[src/hw/rtl/lmr_pkg.sv]
// Shared types, codes and helpers for the LIN master response receiver.
// No dependencies; used by lmr_frame_fsm, lmr_result_fifo and the top level.
`timescale 1ns / 1ps

package lmr_pkg;

  // Field widths
  localparam int unsigned ReqW    = 2;
  localparam int unsigned IdW     = 6;
  localparam int unsigned LenW    = 4;
  localparam int unsigned ByteW   = 8;
  localparam int unsigned KindW   = 2;
  localparam int unsigned IndexW  = 3;
  localparam int unsigned StatusW = 3;
  localparam int unsigned SeenW   = 4;
  localparam int unsigned TickW   = 16;

  // Stream data widths, padded to whole bytes
  localparam int unsigned InDataW  = 24;
  localparam int unsigned OutDataW = 24;

  // Largest response accepted; longer requests saturate to it
  localparam logic [LenW-1:0] MaxDataBytes = 4'd8;

  localparam logic [ByteW-1:0] SyncByte     = 8'h55;
  localparam logic [TickW-1:0] TickMax      = 16'hFFFF;
  localparam logic [TickW-1:0] TimeoutReset = 16'd174;

  // Request codes
  typedef enum logic [ReqW-1:0] {
    REQ_START = 2'd0,
    REQ_BYTE  = 2'd1,
    REQ_TICK  = 2'd2,
    REQ_NONE  = 2'd3
  } req_e;

  // Result kinds
  typedef enum logic [KindW-1:0] {
    KIND_BREAK = 2'd0,
    KIND_SEND  = 2'd1,
    KIND_DATA  = 2'd2,
    KIND_DONE  = 2'd3
  } kind_e;

  // Frame status on done
  localparam logic [StatusW-1:0] StOk       = 3'd0;
  localparam logic [StatusW-1:0] StNoSync   = 3'd1;
  localparam logic [StatusW-1:0] StNoId     = 3'd2;
  localparam logic [StatusW-1:0] StTimeout  = 3'd3;
  localparam logic [StatusW-1:0] StChecksum = 3'd4;

  // Frame phase
  typedef enum logic [2:0] {
    PH_IDLE  = 3'd0,
    PH_SYNC  = 3'd1,
    PH_ID    = 3'd2,
    PH_DATA  = 3'd3,
    PH_CKSUM = 3'd4
  } phase_e;

  // One result item
  typedef struct packed {
    kind_e              kind;
    logic [ByteW-1:0]   data;
    logic [IndexW-1:0]  index;
    logic [StatusW-1:0] status;
    logic [SeenW-1:0]   seen;
    logic               last;
  } res_t;

  // Results raised by one transfer, slot 0 first
  typedef struct packed {
    logic [1:0]      num;
    res_t [2:0]      item;
  } push_t;

  // Protected id: id bits plus the two LIN parity bits
  function automatic logic [ByteW-1:0] make_pid(logic [IdW-1:0] id);
    logic p0;
    logic p1;
    p0 = id[0] ^ id[1] ^ id[2] ^ id[4];
    p1 = ~(id[1] ^ id[3] ^ id[4] ^ id[5]);
    return {p1, p0, id};
  endfunction

  // Ones-complement add with end-around carry
  function automatic logic [ByteW-1:0] oc_add(logic [ByteW-1:0] a, logic [ByteW-1:0] b);
    logic [ByteW:0] s;
    s = {1'b0, a} + {1'b0, b};
    return s[ByteW-1:0] + {{(ByteW-1){1'b0}}, s[ByteW]};
  endfunction

endpackage

[src/hw/rtl/lmr_frame_fsm.sv]
// Frame sequencer: phase, checksum, byte count and timeout state.
// Turns each accepted request into up to three results. Depends on lmr_pkg.
`timescale 1ns / 1ps

module lmr_frame_fsm import lmr_pkg::*; (
  input  logic                clk_i,
  input  logic                rst_ni,
  input  logic                cfg_we_i,
  input  logic [TickW-1:0]    cfg_data_i,
  input  logic                acc_i,
  input  req_e                req_i,
  input  logic [IdW-1:0]      frame_id_i,
  input  logic [LenW-1:0]     data_len_i,
  input  logic                classic_i,
  input  logic [ByteW-1:0]    rx_byte_i,
  output push_t               push_o
);

  phase_e            phase_q, phase_d;
  logic [ByteW-1:0]  pid_q, pid_d;
  logic [LenW-1:0]   exp_len_q, exp_len_d;
  logic [SeenW-1:0]  rcount_q, rcount_d;
  logic [ByteW-1:0]  sum_q, sum_d;
  logic              classic_q, classic_d;
  logic [TickW-1:0]  tick_q, tick_d;
  logic [TickW-1:0]  timeout_q;

  logic [ByteW-1:0]  new_pid;
  logic [SeenW-1:0]  rcount_inc;
  logic [TickW-1:0]  tick_inc;
  logic [StatusW-1:0] tmo_status;

  assign new_pid    = make_pid(frame_id_i);
  assign rcount_inc = rcount_q + 4'd1;
  assign tick_inc   = (tick_q != TickMax) ? tick_q + 16'd1 : tick_q;

  always_comb begin
    case (phase_q)
      PH_SYNC: tmo_status = StNoSync;
      PH_ID:   tmo_status = StNoId;
      default: tmo_status = StTimeout;
    endcase
  end

  // Next state
  always_comb begin
    phase_d   = phase_q;
    pid_d     = pid_q;
    exp_len_d = exp_len_q;
    rcount_d  = rcount_q;
    sum_d     = sum_q;
    classic_d = classic_q;
    tick_d    = tick_q;
    if (acc_i) begin
      unique case (req_i)
        REQ_START: begin
          pid_d     = new_pid;
          exp_len_d = (data_len_i > MaxDataBytes) ? MaxDataBytes : data_len_i;
          rcount_d  = '0;
          classic_d = classic_i;
          sum_d     = classic_i ? '0 : new_pid;
          tick_d    = '0;
          phase_d   = PH_SYNC;
        end
        REQ_BYTE: begin
          unique case (phase_q)
            PH_SYNC: if (rx_byte_i == SyncByte) phase_d = PH_ID;
            PH_ID: begin
              if (rx_byte_i == pid_q) phase_d = (exp_len_q == '0) ? PH_CKSUM : PH_DATA;
            end
            PH_DATA: begin
              sum_d    = oc_add(sum_q, rx_byte_i);
              rcount_d = rcount_inc;
              if (rcount_inc >= exp_len_q) phase_d = PH_CKSUM;
            end
            PH_CKSUM: begin
              rcount_d = rcount_inc;
              phase_d  = PH_IDLE;
            end
            default: ;
          endcase
        end
        REQ_TICK: begin
          if (phase_q != PH_IDLE) begin
            tick_d = tick_inc;
            if (tick_inc >= timeout_q) phase_d = PH_IDLE;
          end
        end
        default: ;
      endcase
    end
  end

  // Result outputs
  always_comb begin
    push_o = '0;
    if (acc_i) begin
      unique case (req_i)
        REQ_START: begin
          push_o.num          = 2'd3;
          push_o.item[0].kind = KIND_BREAK;
          push_o.item[1].kind = KIND_SEND;
          push_o.item[1].data = SyncByte;
          push_o.item[2].kind = KIND_SEND;
          push_o.item[2].data = new_pid;
          push_o.item[2].last = 1'b1;
        end
        REQ_BYTE: begin
          if (phase_q == PH_DATA) begin
            push_o.num           = 2'd1;
            push_o.item[0].kind  = KIND_DATA;
            push_o.item[0].data  = rx_byte_i;
            push_o.item[0].index = rcount_q[IndexW-1:0];
            push_o.item[0].last  = 1'b1;
          end else if (phase_q == PH_CKSUM) begin
            push_o.num            = 2'd1;
            push_o.item[0].kind   = KIND_DONE;
            push_o.item[0].status = (~sum_q == rx_byte_i) ? StOk : StChecksum;
            push_o.item[0].seen   = rcount_inc;
            push_o.item[0].last   = 1'b1;
          end
        end
        REQ_TICK: begin
          if (phase_q != PH_IDLE && tick_inc >= timeout_q) begin
            push_o.num            = 2'd1;
            push_o.item[0].kind   = KIND_DONE;
            push_o.item[0].status = tmo_status;
            push_o.item[0].seen   = rcount_q;
            push_o.item[0].last   = 1'b1;
          end
        end
        default: ;
      endcase
    end
  end

  // State registers
  always_ff @(posedge clk_i or negedge rst_ni) begin
    if (!rst_ni) begin
      phase_q   <= PH_IDLE;
      pid_q     <= '0;
      exp_len_q <= '0;
      rcount_q  <= '0;
      sum_q     <= '0;
      classic_q <= 1'b0;
      tick_q    <= '0;
      timeout_q <= TimeoutReset;
    end else begin
      phase_q   <= phase_d;
      pid_q     <= pid_d;
      exp_len_q <= exp_len_d;
      rcount_q  <= rcount_d;
      sum_q     <= sum_d;
      classic_q <= classic_d;
      tick_q    <= tick_d;
      if (cfg_we_i) timeout_q <= cfg_data_i;
    end
  end

endmodule

[src/hw/rtl/lmr_result_fifo.sv]
// Four-entry result queue: takes up to three results a cycle, gives one while ready_i is high.
// Depends on lmr_pkg.
`timescale 1ns / 1ps

module lmr_result_fifo import lmr_pkg::*; (
  input  logic   clk_i,
  input  logic   rst_ni,
  input  push_t  push_i,
  output logic   room_o,   // space for a full start burst after this cycle's pop
  output logic   valid_o,
  input  logic   ready_i,
  output res_t   head_o
);

  res_t       mem [4];
  logic [1:0] wr_q, rd_q;
  logic [2:0] count_q;
  logic       pop;

  assign valid_o = (count_q != 3'd0);
  assign pop     = valid_o && ready_i;
  assign head_o  = mem[rd_q];
  assign room_o  = (count_q - {2'b00, pop}) <= 3'd1;

  // Storage
  always_ff @(posedge clk_i) begin
    for (int i = 0; i < 3; i++) begin
      if (2'(i) < push_i.num) mem[wr_q + 2'(i)] <= push_i.item[i];
    end
  end

  // Pointers and fill level
  always_ff @(posedge clk_i or negedge rst_ni) begin
    if (!rst_ni) begin
      wr_q    <= '0;
      rd_q    <= '0;
      count_q <= '0;
    end else begin
      wr_q    <= wr_q + push_i.num;
      rd_q    <= rd_q + {1'b0, pop};
      count_q <= count_q + {1'b0, push_i.num} - {2'b00, pop};
    end
  end

endmodule

[src/hw/rtl/lin_master_response_receiver.sv]
// Top level of the LIN master response receiver: stream ports, config write.
// Instantiates lmr_frame_fsm and lmr_result_fifo; depends on lmr_pkg.
//
//   channel  | direction | carries
//   ---------+-----------+-------------------------------------------------
//   s_axis   | in        | requests: start, bus byte, 100 us tick
//   m_axis   | out       | break / send byte / data byte / frame done
//   cfg      | in        | timeout_ticks write
//
// Each request is handled in the cycle it is accepted; results enter a
// four-entry queue and leave one per cycle while m_axis_tready is high,
// so a start raises three results, other requests at most one.
// s_axis_tready is high while the queue can take a full start burst.
// Reset empties the queue and returns the frame phase to idle; cfg is
// always ready.
`timescale 1ns / 1ps

module lin_master_response_receiver import lmr_pkg::*; (
  input  logic                 clk_i,
  input  logic                 rst_ni,
  input  logic                 s_axis_tvalid,
  output logic                 s_axis_tready,
  // [5:0] frame_id, [9:6] data_len, [10] classic_checksum, [18:11] rx_byte
  input  logic [InDataW-1:0]   s_axis_tdata,
  // [1:0] req_type
  input  logic [ReqW-1:0]      s_axis_tuser,
  output logic                 m_axis_tvalid,
  input  logic                 m_axis_tready,
  // [7:0] out_byte, [10:8] out_index, [13:11] status, [17:14] bytes_seen
  output logic [OutDataW-1:0]  m_axis_tdata,
  // [1:0] out_kind
  output logic [KindW-1:0]     m_axis_tuser,
  output logic                 m_axis_tlast,
  input  logic                 cfg_valid_i,
  output logic                 cfg_ready_o,
  input  logic [TickW-1:0]     cfg_data_i
);

  logic  in_acc;
  push_t push;
  res_t  head;

  assign cfg_ready_o = 1'b1;
  assign in_acc      = s_axis_tvalid && s_axis_tready;

  lmr_frame_fsm u_fsm (
    .clk_i      (clk_i),
    .rst_ni     (rst_ni),
    .cfg_we_i   (cfg_valid_i && cfg_ready_o),
    .cfg_data_i (cfg_data_i),
    .acc_i      (in_acc),
    .req_i      (req_e'(s_axis_tuser)),
    .frame_id_i (s_axis_tdata[5:0]),
    .data_len_i (s_axis_tdata[9:6]),
    .classic_i  (s_axis_tdata[10]),
    .rx_byte_i  (s_axis_tdata[18:11]),
    .push_o     (push)
  );

  lmr_result_fifo u_fifo (
    .clk_i   (clk_i),
    .rst_ni  (rst_ni),
    .push_i  (push),
    .room_o  (s_axis_tready),
    .valid_o (m_axis_tvalid),
    .ready_i (m_axis_tready),
    .head_o  (head)
  );

  // Output packing
  assign m_axis_tuser = head.kind;
  assign m_axis_tlast = head.last;
  assign m_axis_tdata = {6'd0, head.seen, head.status, head.index, head.data};

  // A start always shows a result in the next cycle
  a_start_out: assert property (@(posedge clk_i) disable iff (!rst_ni)
    in_acc && s_axis_tuser == REQ_START |=> m_axis_tvalid)
    else $error("start accepted but no result followed");

  // A break is never the last result of its request
  a_break_not_last: assert property (@(posedge clk_i) disable iff (!rst_ni)
    m_axis_tvalid && m_axis_tuser == KIND_BREAK |-> !m_axis_tlast)
    else $error("break marked as last");

  // Frame done always closes its request
  a_done_last: assert property (@(posedge clk_i) disable iff (!rst_ni)
    m_axis_tvalid && m_axis_tuser == KIND_DONE |-> m_axis_tlast)
    else $error("done result without last");

  // Break transfer is directly followed by the sync byte
  a_break_then_sync: assert property (@(posedge clk_i) disable iff (!rst_ni)
    m_axis_tvalid && m_axis_tready && m_axis_tuser == KIND_BREAK |=>
      m_axis_tvalid && m_axis_tuser == KIND_SEND && m_axis_tdata[7:0] == SyncByte)
    else $error("break not followed by sync byte");

endmodule
[config.mk]
export PLATFORM = sky130hd
export DESIGN_NAME = lin_master_response_receiver
export DESIGN_NICKNAME = d
export VERILOG_FILES = /design/src/hw/rtl/lmr_pkg.sv /design/src/hw/rtl/lmr_frame_fsm.sv /design/src/hw/rtl/lmr_result_fifo.sv /design/src/hw/rtl/lin_master_response_receiver.sv
export SDC_FILE = /design/constraint.sdc
export NUM_CORES = 1
export LEC_CHECK = 0
export ABC_AREA = 0
export BUFFER_PORTS_ARGS = -buffer_cell sky130_fd_sc_hd__buf_4
export CORE_MARGIN = 5
export CORE_UTILIZATION = 60
export DETAILED_ROUTE_END_ITERATION = 8
export HOLD_SLACK_MARGIN = 0.15
export PLACE_DENSITY = 0.79
export SYNTH_ARGS = -nofsm -noshare
export SYNTH_HDL_FRONTEND = slang
export SYNTH_SLANG_ARGS = --single-unit
[constraint.sdc]
create_clock -name clk_i -period 7.8 [get_ports clk_i]
set_clock_uncertainty 0.1 [all_clocks]
set_input_delay 1.17 -clock clk_i [delete_from_list [all_inputs] [get_ports clk_i]]
set_output_delay 1.17 -clock clk_i [all_outputs]
set_load 0.01 [all_outputs]
==> results.sh <==
export IMPL_vias=7116
export IMPL_clk_pin_slew_ns=0.06
export IMPL_worstMarginPinSlew_ns=1.13
export IMPL_placed_area_sq_mm=0.00906
export IMPL_utilization_pct=69.3
export IMPL_grt_overflow_total=0
export IMPL_cp_required_ns=7.73
export IMPL_vias_per_cell=6.36
export IMPL_leakagePower_uw=0.00413
export IMPL_synth_warnings=0
export IMPL_tns_ns=0
export IMPL_rsz0062_at_grt="no"
export IMPL_hold_viol=0
export IMPL_ant_nets=0
export IMPL_core_sq_mm=0.0139
export IMPL_grt_util_met1_pct=36.1
export IMPL_path_max_fanout=33
export IMPL_drcViolationCount=0
export IMPL_std_cell_rows=43
export IMPL_hold_slack_ns=0.356
export IMPL_final_area_sq_mm=0.00965
export IMPL_pre_cts_ws_ns=2.27
export IMPL_yosysSeqAreaShare_pct=43.8
export IMPL_numCtsBuffers=17
export IMPL_clock_latency_ns=0.43
export IMPL_dp_hpwl_um=15200
export IMPL_power_density_mw_per_mm2=285
export IMPL_synth_area_sq_mm=0.00854
export IMPL_synth_edff_count=40
export IMPL_synth_seq_cells=150
export IMPL_drtIter0Drc=755
export IMPL_finalCriticalPeriod_ns=5.69
export IMPL_drt_wirelength_per_cell_um=19.6
export IMPL_r2r_start="u_fsm.tick_q[3]$_DFFE_PN0P_"
export IMPL_r2r_end="u_fifo.mem[1][16]$_DFFE_PP_"
export IMPL_ioPinCount=77
export IMPL_r2r_cells=15
export IMPL_layout_setup_ws_ns=2.11
export IMPL_endpoint_kind="flop"
export IMPL_synth_top_area_share_pct=17.9
export IMPL_maxCapViolations=0
export IMPL_synth_area_leaders="dfrtp_1, edfxtp_1, dfxtp_1"
export IMPL_nets=1017
export IMPL_syn_avg_cell_area_sq_um=9.66
export IMPL_final_common_cell="nand2_1"
export IMPL_grt_max_degree=67
export IMPL_antenna_found_initial=0
export IMPL_clkSinkCount=150
export IMPL_outcome="completed"
export IMPL_ir_drop_mv=0.161
export IMPL_post_synth_num_cell_types=71
export IMPL_port_buffers=64
export IMPL_place_gp_congestion=0.925
export IMPL_startpoint_type="flop"
export IMPL_n_antenna_cell=0
export IMPL_start_util_pct=61.3
export IMPL_post_route_cells_drive_above_1_share_pct=16.1
export IMPL_grt_use_total_pct=27.1
export IMPL_post_route_period_util_pct=72.9
export IMPL_ff2ff_setup_slack_ns=2.11
export IMPL_die_height_um=129
export IMPL_synthArstFlopShare_pct=44.0
export IMPL_slew_headroom_pct=24.7
export IMPL_die_x_um=129
export IMPL_arrival_ns=5.61
export IMPL_synthFlopType="dfrtp_1"
export IMPL_final_cell_mix="nand2_1, o21ai_0, buf_4, dfrtp_1, dfxtp_1"
export IMPL_hp_class="flop to flop"
export IMPL_maxSlewViolCount=0
export IMPL_cts_tree="yes"
export IMPL_postCtsHoldBufs=0
export IMPL_first_pass_iters=6
export IMPL_area_growth_pct=13.1
export IMPL_max_freq_mhz=176
export IMPL_yosysTopAreaCell="dfrtp_1"
export IMPL_finalSetupViolCount=0
export IMPL_grt_pass1_vias=6866
export IMPL_cts_path_max_buffers=2
export IMPL_wl_um=21900
export IMPL_netlist_instances=884
export IMPL_use_met3_pct=5.98
export IMPL_crit_type="flop to flop"
export IMPL_grt_pass1_wl_um=35200
export IMPL_grt_use_met2_pct=43.9
export IMPL_top_usage_layer="met2"
export IMPL_htree_levels=4
export IMPL_crit_path_start="u_fsm.tick_q[3]$_DFFE_PN0P_"
export IMPL_clock_tree_root_cell="clkbuf_16"
export IMPL_die_area_sq_mm=0.0167
export IMPL_cts_setup_buffers=0
export IMPL_crit_end="u_fifo.mem[1][16]$_DFFE_PP_"
export IMPL_ctsResizeCount=0
stage by stage:
stage          power, uW  instances
5_1_grt             2890       1118
3_3_place_gp        1900       1086
6_report            2750       1118
3_5_place_dp        1930       1086
4_1_cts             2750       1118
2_1_floorplan       1650        889
sequential cells by signal, summed over array words and instances (netlist names):
| name | flops |
|---|---|
| u_fifo.count_q | 3 |
| u_fifo.mem | 84 |
| u_fifo.rd_q | 2 |
| u_fifo.wr_q | 2 |
| u_fsm.exp_len_q | 4 |
| u_fsm.phase_q | 3 |
| u_fsm.pid_q | 8 |
| u_fsm.rcount_q | 4 |
| u_fsm.sum_q | 8 |
| u_fsm.tick_q | 16 |
| u_fsm.timeout_q | 16 |
cell type report:
type	instances	area (sq um)
clock inverters	10	76.3
multi-input cells	645	4410
inverters	41	154
clock buffers	22	518
fillers	1064	4280
repair buffers	70	526
flip-flops and latches	150	3740
well taps	180	225
worst min-delay path by stage:
stage	from	to	slack, ns	depth (start not counted)
CTS	u_fifo.mem[2][20]$_SDFFE_PP0N_	u_fifo.mem[2][20]$_SDFFE_PP0N_	0.36	2
global placement	u_fifo.mem[2][4]$_SDFFE_PP0N_	u_fifo.mem[2][4]$_SDFFE_PP0N_	0.34	2
detailed placement	u_fifo.mem[2][20]$_SDFFE_PP0N_	u_fifo.mem[2][20]$_SDFFE_PP0N_	0.35	2
global route	u_fifo.mem[2][20]$_SDFFE_PP0N_	u_fifo.mem[2][20]$_SDFFE_PP0N_	0.38	2
finish	u_fifo.mem[0][3]$_SDFFE_PP0P_	u_fifo.mem[0][3]$_SDFFE_PP0P_	0.36	2
floorplan	u_fifo.mem[2][6]$_SDFFE_PP0N_	u_fifo.mem[2][6]$_SDFFE_PP0N_	0.33	2
kinds of logic after synthesis:
| kind of cell | Yosys count | synth area share, % |
|---|---|---|
| adders and majority gates | 45 | 6.77 |
| buffers and inverters | 94 | 4.72 |
| muxes | 47 | 8.68 |
| and+or+nand+nor | 277 | 14.9 |
| DFF | 150 | 43.8 |
| other | 2 | 0.0880 |
| AOI/OAI and AO/OA | 231 | 17.1 |
| xor gates and xnor gates | 38 | 3.90 |
per-layer routing:
layer | up-vias | wire, um
met5 | - | 0
met2 | 376 | 10400
li1 | 3271 | -
met1 | 3419 | 9020
met4 | 0 | 490
met3 | 50 | 2040
cells in the mapped netlist (7+ instances only):
library cell and number:
nand2_1 142, o21ai_0 91, dfrtp_1 61, dfxtp_1 44
ha_1 43, nor2_1 42, edfxtp_1 40, inv_1 40
a21oi_1 35, clkbuf_1 34, mux4_2 21, o211ai_1 21
mux2i_1 20, xor2_1 20, nand3_1 18, xnor2_1 18
o31ai_1 17, nor3_1 13, nand4_1 12, o22ai_1 11
a22o_1 8, buf_2 7, buf_4 7
where the power goes:
| group | total [uW] | switching [uW] | leakage, uW | internal (uW) |
|---|---|---|---|---|
| clock | 821 | 343 | 0.000294 | 477 |
| combinational | 862 | 479 | 0.00226 | 383 |
| sequential | 1070 | 154 | 0.00157 | 912 |
| total | 2750 | 976 | 0.00413 | 1770 |
worst max-delay path, cell delays in order, from the launching register on:
cell	delay, ns
dfrtp_1	0.47
and4_1	0.31
nand4_1	0.21
nor4_2	0.69
nor2_1	0.33
nand3_1	0.21
xnor2_1	0.19
ha_1	0.30
a21oi_1	0.13
o21ai_0	0.09
a21oi_1	0.24
o221ai_2	0.13
a31oi_2	0.19
buf_4	0.35
nand2b_1	0.77
nand2_1	0.56
(Power assumes the default switching activity.)
